==> src/design/ftcs_pkg.sv <==
package ftcs_pkg;

   // Field and register widths.
   localparam int VALUE_W     = 32;
   localparam int COUNT_W     = 7;
   localparam int STEP_W      = 16;
   localparam int SIGMA_W     = 16;
   localparam int IDX_W       = 6;
   localparam int CSR_DATA_W  = 16;
   localparam int CSR_INDEX_W = 2;

   // Grid limits.
   localparam int MAX_POINTS_DEF = 64;
   localparam logic [COUNT_W-1:0] MIN_POINTS = 7'd3;

   // Register indexes on the configuration port.
   localparam logic [CSR_INDEX_W-1:0] REG_POINT_COUNT      = 2'd0;
   localparam logic [CSR_INDEX_W-1:0] REG_STEP_COUNT       = 2'd1;
   localparam logic [CSR_INDEX_W-1:0] REG_DIFFUSION_NUMBER = 2'd2;

   // Register reset values.
   localparam logic [COUNT_W-1:0] POINT_COUNT_RST = 7'd11;
   localparam logic [STEP_W-1:0]  STEP_COUNT_RST  = 16'd500;
   localparam logic [SIGMA_W-1:0] SIGMA_RST       = 16'd197;

   // Update arithmetic widths: the Laplacian sum is exact in LAP_W bits, the
   // product with sigma in PROD_W bits, the rounded increment in DELTA_W bits.
   localparam int LAP_W   = VALUE_W + 3;
   localparam int PROD_W  = LAP_W + SIGMA_W + 1;
   localparam int DELTA_W = PROD_W - SIGMA_W;
   localparam int SUM_W   = DELTA_W + 1;

   typedef logic signed [VALUE_W-1:0] value_type;

endpackage

==> src/design/ftcs_update.sv <==
module ftcs_update import ftcs_pkg::*; #(
   parameter int AW = 6
) (
   input  logic               clock,
   input  logic               reset,
   input  logic               in_valid,
   input  logic [AW-1:0]      in_index,
   input  value_type          left_value,
   input  value_type          mid_value,
   input  value_type          right_value,
   input  logic [SIGMA_W-1:0] sigma,
   output logic               out_valid,
   output logic [AW-1:0]      out_index,
   output value_type          out_value,
   output logic               active
);

   logic                      v1_ff, v2_ff, v3_ff;
   logic [AW-1:0]             idx1_ff, idx2_ff, idx3_ff;
   value_type                 mid1_ff, mid2_ff, mid3_ff;
   logic signed [LAP_W-1:0]   lap_ff;
   logic signed [PROD_W-1:0]  prod_ff;
   logic signed [DELTA_W-1:0] delta_ff;
   logic signed [PROD_W-1:0]  rounded;
   logic signed [SUM_W-1:0]   sum;

   always_ff @(posedge clock) begin
      if (reset) begin
         v1_ff <= 1'b0;
         v2_ff <= 1'b0;
         v3_ff <= 1'b0;
      end else begin
         v1_ff <= in_valid;
         v2_ff <= v1_ff;
         v3_ff <= v2_ff;
      end
   end

   // Stage one forms right - 2*mid + left exactly, stage two scales it by
   // sigma, stage three rounds half up back to Q16.16.
   always_ff @(posedge clock) begin
      lap_ff   <= LAP_W'(right_value) - (LAP_W'(mid_value) <<< 1) + LAP_W'(left_value);
      mid1_ff  <= mid_value;
      idx1_ff  <= in_index;
      prod_ff  <= lap_ff * $signed({1'b0, sigma});
      mid2_ff  <= mid1_ff;
      idx2_ff  <= idx1_ff;
      delta_ff <= rounded[PROD_W-1:SIGMA_W];
      mid3_ff  <= mid2_ff;
      idx3_ff  <= idx2_ff;
   end

   assign rounded = prod_ff + PROD_W'(32768);
   assign sum     = SUM_W'(mid3_ff) + SUM_W'(delta_ff);

   always_comb begin
      if (!sum[SUM_W-1] && (|sum[SUM_W-2:VALUE_W-1])) begin
         out_value = {1'b0, {(VALUE_W-1){1'b1}}};
      end else if (sum[SUM_W-1] && !(&sum[SUM_W-2:VALUE_W-1])) begin
         out_value = {1'b1, {(VALUE_W-1){1'b0}}};
      end else begin
         out_value = sum[VALUE_W-1:0];
      end
   end

   assign out_valid = v3_ff;
   assign out_index = idx3_ff;
   assign active    = v1_ff | v2_ff | v3_ff;

endmodule

==> src/design/diffusion_1d_ftcs_solver.sv <==
// One-dimensional explicit heat-equation solver. Pulse start while busy is
// low to load one Q16.16 sample per beat into the next grid point; the load
// that completes the grid (point_count points, clamped to 3..MAX_POINTS)
// raises busy and launches step_count time steps. Each step streams the grid
// out of the field memory, one read per cycle, through the update pipeline
// and writes the new interior values back, then waits for the pipeline to
// empty before the next step. After the last step every point is emitted in
// index order, one beat per cycle on rsp_strobe, with rsp_final_point on the
// last one. The receiver cannot stall these beats and must take each one as
// it appears. The user must write configuration only while busy is low; the
// block itself does not enforce it.
module diffusion_1d_ftcs_solver import ftcs_pkg::*; #(
   parameter int MAX_POINTS = MAX_POINTS_DEF
) (
   input  logic                   clock,
   input  logic                   reset,
   input  logic                   csr_write_enable,
   input  logic [CSR_INDEX_W-1:0] csr_index,
   input  logic [CSR_DATA_W-1:0]  csr_write_data,
   input  logic                   start,
   output logic                   busy,
   input  value_type              req_sample_value,
   output logic                   rsp_strobe,
   output value_type              rsp_result_value,
   output logic [IDX_W-1:0]       rsp_point_index,
   output logic                   rsp_final_point
);

   localparam int AW = (MAX_POINTS > 2) ? $clog2(MAX_POINTS) : 1;

   // Sequencer states.
   localparam logic [1:0] ST_IDLE  = 2'd0;
   localparam logic [1:0] ST_SWEEP = 2'd1;
   localparam logic [1:0] ST_DRAIN = 2'd2;
   localparam logic [1:0] ST_EMIT  = 2'd3;

   // Configuration registers.
   logic [COUNT_W-1:0] point_count_ff;
   logic [STEP_W-1:0]  step_count_ff;
   logic [SIGMA_W-1:0] sigma_cfg_ff;

   // Sequencer and run state.
   logic [1:0]         state_ff, state_in;
   logic [AW-1:0]      rd_cnt_ff, rd_cnt_in;
   logic [COUNT_W-1:0] load_cnt_ff, load_cnt_in;
   logic [COUNT_W-1:0] n_ff, n_in;
   logic [STEP_W-1:0]  steps_left_ff, steps_left_in;
   logic [SIGMA_W-1:0] sigma_ff, sigma_in;

   // Read side of the field memory.
   value_type          field_mem [MAX_POINTS];
   value_type          rdata_ff;
   logic               dv_ff;
   logic               ev_ff;
   logic [AW-1:0]      didx_ff;
   value_type          w0_ff, w1_ff;

   logic               accept;
   logic               rd_last;
   logic [COUNT_W-1:0] grid_n;
   logic [COUNT_W-1:0] load_next;
   logic               wr_en;
   logic [AW-1:0]      wr_addr;
   value_type          wr_data;

   logic               upd_in_valid;
   logic               upd_valid;
   logic [AW-1:0]      upd_index;
   value_type          upd_value;
   logic               upd_active;

   // Configuration writes; an index past the last register is ignored.
   always_ff @(posedge clock) begin
      if (reset) begin
         point_count_ff <= POINT_COUNT_RST;
         step_count_ff  <= STEP_COUNT_RST;
         sigma_cfg_ff   <= SIGMA_RST;
      end else if (csr_write_enable) begin
         case (csr_index)
            REG_POINT_COUNT: begin
               point_count_ff <= csr_write_data[COUNT_W-1:0];
            end
            REG_STEP_COUNT: begin
               step_count_ff <= csr_write_data[STEP_W-1:0];
            end
            REG_DIFFUSION_NUMBER: begin
               sigma_cfg_ff <= csr_write_data[SIGMA_W-1:0];
            end
            default: begin
            end
         endcase
      end
   end

   // Grid size in force, clamped to the supported range.
   always_comb begin
      if (point_count_ff < MIN_POINTS) begin
         grid_n = MIN_POINTS;
      end else if (point_count_ff > COUNT_W'(MAX_POINTS)) begin
         grid_n = COUNT_W'(MAX_POINTS);
      end else begin
         grid_n = point_count_ff;
      end
   end

   assign busy      = (state_ff != ST_IDLE);
   assign accept    = start && !busy;
   assign load_next = load_cnt_ff + COUNT_W'(1);
   assign rd_last   = (COUNT_W'(rd_cnt_ff) == n_ff - COUNT_W'(1));

   always_comb begin
      state_in      = state_ff;
      rd_cnt_in     = rd_cnt_ff;
      load_cnt_in   = load_cnt_ff;
      n_in          = n_ff;
      steps_left_in = steps_left_ff;
      sigma_in      = sigma_ff;
      case (state_ff)
         ST_IDLE: begin
            // The load that reaches the grid size launches the run with
            // the registers latched as they stand.
            if (accept) begin
               if (load_next >= grid_n) begin
                  load_cnt_in   = '0;
                  n_in          = grid_n;
                  sigma_in      = sigma_cfg_ff;
                  steps_left_in = step_count_ff;
                  state_in      = (step_count_ff == '0) ? ST_EMIT : ST_SWEEP;
               end else begin
                  load_cnt_in = load_next;
               end
            end
         end
         ST_SWEEP: begin
            rd_cnt_in = rd_cnt_ff + AW'(1);
            if (rd_last) begin
               rd_cnt_in = '0;
               state_in  = ST_DRAIN;
            end
         end
         ST_DRAIN: begin
            // The next step may read any point written in this one, so it
            // starts only once every write-back has landed.
            if (!dv_ff && !upd_active) begin
               steps_left_in = steps_left_ff - STEP_W'(1);
               state_in      = (steps_left_ff == STEP_W'(1)) ? ST_EMIT : ST_SWEEP;
            end
         end
         ST_EMIT: begin
            rd_cnt_in = rd_cnt_ff + AW'(1);
            if (rd_last) begin
               rd_cnt_in = '0;
               state_in  = ST_IDLE;
            end
         end
         default: begin
            state_in = ST_IDLE;
         end
      endcase
   end

   always_ff @(posedge clock) begin
      if (reset) begin
         state_ff      <= ST_IDLE;
         rd_cnt_ff     <= '0;
         load_cnt_ff   <= '0;
         n_ff          <= MIN_POINTS;
         steps_left_ff <= '0;
         sigma_ff      <= '0;
         dv_ff         <= 1'b0;
         ev_ff         <= 1'b0;
      end else begin
         state_ff      <= state_in;
         rd_cnt_ff     <= rd_cnt_in;
         load_cnt_ff   <= load_cnt_in;
         n_ff          <= n_in;
         steps_left_ff <= steps_left_in;
         sigma_ff      <= sigma_in;
         dv_ff         <= (state_ff == ST_SWEEP);
         ev_ff         <= (state_ff == ST_EMIT);
      end
   end

   // Loads and write-backs share the single write port; they never coincide
   // because loads are taken only while the sequencer is idle.
   assign wr_en   = accept || upd_valid;
   assign wr_addr = accept ? load_cnt_ff[AW-1:0] : upd_index;
   assign wr_data = accept ? req_sample_value : upd_value;

   always_ff @(posedge clock) begin
      if (wr_en) begin
         field_mem[wr_addr] <= wr_data;
      end
      rdata_ff <= field_mem[rd_cnt_ff];
   end

   // The two older values of the sweep sit in a small window, so each point
   // is read from memory once per step.
   always_ff @(posedge clock) begin
      didx_ff <= rd_cnt_ff;
      if (dv_ff) begin
         w0_ff <= w1_ff;
         w1_ff <= rdata_ff;
      end
   end

   assign upd_in_valid = dv_ff && (didx_ff >= AW'(2));

   ftcs_update #(
      .AW (AW)
   ) u_update (
      .clock       (clock),
      .reset       (reset),
      .in_valid    (upd_in_valid),
      .in_index    (didx_ff - AW'(1)),
      .left_value  (w0_ff),
      .mid_value   (w1_ff),
      .right_value (rdata_ff),
      .sigma       (sigma_ff),
      .out_valid   (upd_valid),
      .out_index   (upd_index),
      .out_value   (upd_value),
      .active      (upd_active)
   );

   // Results come straight from the registered memory read.
   assign rsp_strobe       = ev_ff;
   assign rsp_result_value = rdata_ff;
   assign rsp_point_index  = IDX_W'(didx_ff);
   assign rsp_final_point  = ev_ff && (COUNT_W'(didx_ff) == n_ff - COUNT_W'(1));

endmodule
==> config.mk <==
export PLATFORM = sky130hd
export DESIGN_NAME = diffusion_1d_ftcs_solver
export DESIGN_NICKNAME = d
export VERILOG_FILES = /design/src/design/ftcs_pkg.sv /design/src/design/ftcs_update.sv /design/src/design/diffusion_1d_ftcs_solver.sv
export SDC_FILE = /design/constraint.sdc
export NUM_CORES = 2
export LEC_CHECK = 0
export BUFFER_PORTS_ARGS = -buffer_cell sky130_fd_sc_hd__buf_2
export CORE_MARGIN = 3
export CORE_UTILIZATION = 40
export DETAILED_ROUTE_END_ITERATION = 6
export HOLD_SLACK_MARGIN = 0.05
export PLACE_DENSITY = 0.64
export SLEW_MARGIN = 10
export SYNTH_ARGS = -nofsm -noshare
export SYNTH_HDL_FRONTEND = slang
export SYNTH_HIERARCHICAL = 1
export SYNTH_SLANG_ARGS = --single-unit
export TNS_END_PERCENT = 1
==> constraint.sdc <==
create_clock -name clock -period 7.4 [get_ports clock]
set_clock_uncertainty 0.15 [all_clocks]
set_input_delay 1.11 -clock clock [delete_from_list [all_inputs] [get_ports clock]]
set_output_delay 1.11 -clock clock [all_outputs]
set_load 0.01 [all_outputs]
==> metrics.cfg <==
[run_status]
status = completed

[synth]
synth_compound_area_share_pct = 3.61
synth_seq_area_share_pct = 61.5
ys_warn_count = 6
syn-num-nets = 8012
mappedNetlistArea_um2 = 115000
postSynthAreaPerCell_um2 = 16.0
synth_top_cell_by_area = edfxtp_1
synth_area_leaders = edfxtp_1, mux4_2, fa_1, dfxtp_1, inv_1
synthMuxAreaShare_pct = 12.1
ys_types = 85
synthTopCellsByCount = edfxtp_1, inv_1, nand2_1
synth-adder-area-share_pct = 12.1
synth_top_area_share_pct = 55.3
synth_edf_count = 2112
synth_seq_cells = 2470
synth-async-reset-ratio_pct = 0
syn_inst = 7190
synth_most_common_cell = edfxtp_1
synth-xor-area-share_pct = 1.19
ys.flop_type = edfxtp_1
synthSimpleGateAreaFrac_pct = 5.68
synth_top_family_by_area = multiplexers

[global_routing]
grt_pass1_wl_mm = 429
grtUsageTotal_pct = 19.5
grt_pass1_vias = 64200
overflow = 0
grt_max_degree = 138
antenna_found_initial = 7

[critical_path]
rrSetupSlack_ns = 0.40
reg2reg_depth = 21
start_kind = register
crit_buf_inv = 4
crit_end = u_update/prod_ff[51]
cp_data_required_time_ns = 7.96
critPathCaptureType = register
crit_top_cell = fa_1
path_depth = 21
crit_type = reg2reg
crit_path_max_incr_delay_ns = 0.58
critPathSlowestCell = dfxtp_1
arrival_ns = 7.56
r2r-end = u_update/prod_ff[51]
cpLargestDelayFamily = adder cells
worstPathCellList = buf_6, nand2_1, fa_1, inv_1, fa_1, fa_1, fa_1, fa_1, inv_1, fa_1, inv_1, ha_1, a21o_1, a21oi_1, o32ai_2, o41a_1, o31a_1, o21ai_0, nor2b_1, o21ai_0, xnor2_1
cp_max_fo = 27
startpoint = sigma_ff[13]
r2r_start = sigma_ff[13]

[clocking]
holdBufCountCts = 0
cts_buffer_depth = 4
clkSlewWorstSetupHoldPaths_ns = 0.06
root_buffer = clkbuf_16
cts.sinks = 2470
cts-htree-levels = 4
postCtsSetupRepairBufs = 0
cts_tree = done
numCtsBuffers = 243
clk_latency_ns = 0.91

[sta]
period_share_pct = 94.6
slew_headroom_pct = 15.3
hold_viol_final = 0
finalSetupViolCount = 0
rsz0062_at_grt = no
slew_violations = 0
tightest_slew_ns = 1.27
max_clock_freq_ghz = 0.143
hold_slack_ns = 0.164
layout_min_cycle_time_ns = 7.00

[finish]
design_area_um2 = 129000
finalNetCount = 8193
drive_gt1_share_pct = 18.1
synthToLayoutAreaGrowth_pct = 12.0

[floorplanning]
fp.dieW_um = 542
pin_count = 95
fp.dieH_um = 542
rows = 196
core_um2 = 285000
dieArea_um2 = 293000
initial_core_util_pct = 40.2

[run]
max_cap_violations = 0

[pwr]
finalPower_mw = 35.1
p_leak_nw = 45.6
ir_worst_vdd_uv = 204
p_per_area_nw_per_um2 = 273

[drt]
via_count = 61600
routed_wl_mm = 285
post_drt_wl_per_cell_um = 25.2
drtIter0Drc = 6421
vias_per_cell = 5.43
drc_errors = 0
firstDrtPassIters = 6
antenna_left = 0

[placed_design]
hpwlAfterDp_mm = 183
gp_congestion = 0.881
numPortBuffers = 94
placed_area_um2 = 121000

[worst_hold_path]
hold_path.startpoint = u_update/mid2_ff[7]
hp-class = reg2reg

-- metal layers --
metal / up-vias / wire length (µm) / GRT usage, %
met2: 2142 / 139000 / 32.0
li1: 26600 / - / -
met3: 419 / 19600 / 3.04
met4: 2 / 8930 / 5.57
met1: 32500 / 118000 / 27.0
met5: - / 13 / 0
-- cell type report --
cell class,count,area (µm²)
diodes,2,5.00
clock buffers,295,6430
clock inverters,152,1440
fillers,24400,157000
inverters,776,2910
multi-input cells,3606,40400
flip-flops and latches,2470,70600
well taps,3762,4710
repair buffers,274,2020
-- timing repair --
| item | CTS | global route |
|---|---|---|
| setup endpoints to repair | 2 | 4 |
| resized for setup | 4 | 12 |
| pin swaps | 0 | 0 |
-- cells by family after synthesis --
kind of cell               after synthesis
buffers and inverters                 1114
xor gates and xnor gates               154
muxes                                  651
adders and majority gates              768
AOI/OAI and AO/OA                      642
DFF                                   2470
and+or+nand+nor                       1391
-- worst reg2reg max path, delay by kind of cell (launching register included) --
| family | cells | cell delay, ns |
|---|---|---|
| fa+ha+maj | 7 | 3.36 |
| buf+inv | 4 | 0.48 |
| flops | 1 | 0.58 |
| simple gates | 2 | 0.41 |
| compound gates | 7 | 1.77 |
| xor+xnor | 1 | 0.15 |
-- power by group --
part | internal, mW | total (mW) | switching, mW
sequential | 16.5 | 17.2 | 0.721
combinational | 1.87 | 5.56 | 3.70
clock | 7.04 | 12.3 | 5.25
total | 25.4 | 35.1 | 9.67
-- state kept, by name, summed over array words and instances (netlist names), 7 cells and up --
name,cells
point_count_ff,7
rsp_result_value,32
step_count_ff,16
field_mem,2048
u_update/prod_ff,37
u_update/mid3_ff,32
u_update/lap_ff,35
w0_ff,32
u_update/mid2_ff,32
sigma_cfg_ff,16
sigma_ff,16
load_cnt_ff,7
u_update/mid1_ff,32
n_ff,7
steps_left_ff,16
u_update/delta_ff,36
w1_ff,32
-- metrics by stage --
stage               setup TNS [ns]  worst slack [ns]  utilization (%)  instances
finish                           0             0.399             45.1      11300
CTS                              0            0.0943             45.0      11300
global placement                 0             0.134             42.3      10900
floorplan                        0             0.801                -       7190
detailed placement          -0.166            -0.113             42.3      10900
global route                     0            0.0123             45.1      11300
-- worst min path at each step --
| stage | end | slack [ns] | cells past startpoint |
|---|---|---|---|
| 4_1_cts | u_update/mid3_ff[26] | 0.17 | 0 |
| 6_report | u_update/mid3_ff[7] | 0.16 | 0 |
| 3_5_place_dp | u_update/mid2_ff[0] | 0.16 | 0 |
| 5_1_grt | u_update/mid3_ff[26] | 0.18 | 0 |
| 2_1_floorplan | u_update/idx2_ff[0] | 0.16 | 0 |
| 3_3_place_gp | u_update/mid2_ff[23] | 0.16 | 0 |
-- cell usage in the layout, fill, tap and decap left out, types with 16 or more instances in the layout --
cell / count
bufinv_16: 25
o21a_1: 16
nor3_1: 33
a211oi_1: 73
xnor2_1: 93
inv_1: 776
a31oi_1: 23
nand2_1: 671
buf_2: 93
mux4_2: 589
clkinv_2: 52
and3_1: 25
a22oi_1: 51
buf_4: 163
edfxtp_1: 2112
nand3_1: 58
mux2i_1: 58
fa_1: 562
clkbuf_16: 246
nor2b_1: 72
clkbuf_1: 39
ha_1: 206
o21ai_0: 97
xor2_1: 60
nor2_1: 105
nand2_2: 27
nor2_4: 64
nor4_1: 16
a21o_1: 53
clkinv_1: 46
and2_1: 206
dfxtp_1: 344
a21oi_1: 206
nand3b_1: 28
No activity file was read; power rests on OpenSTA's default activity.
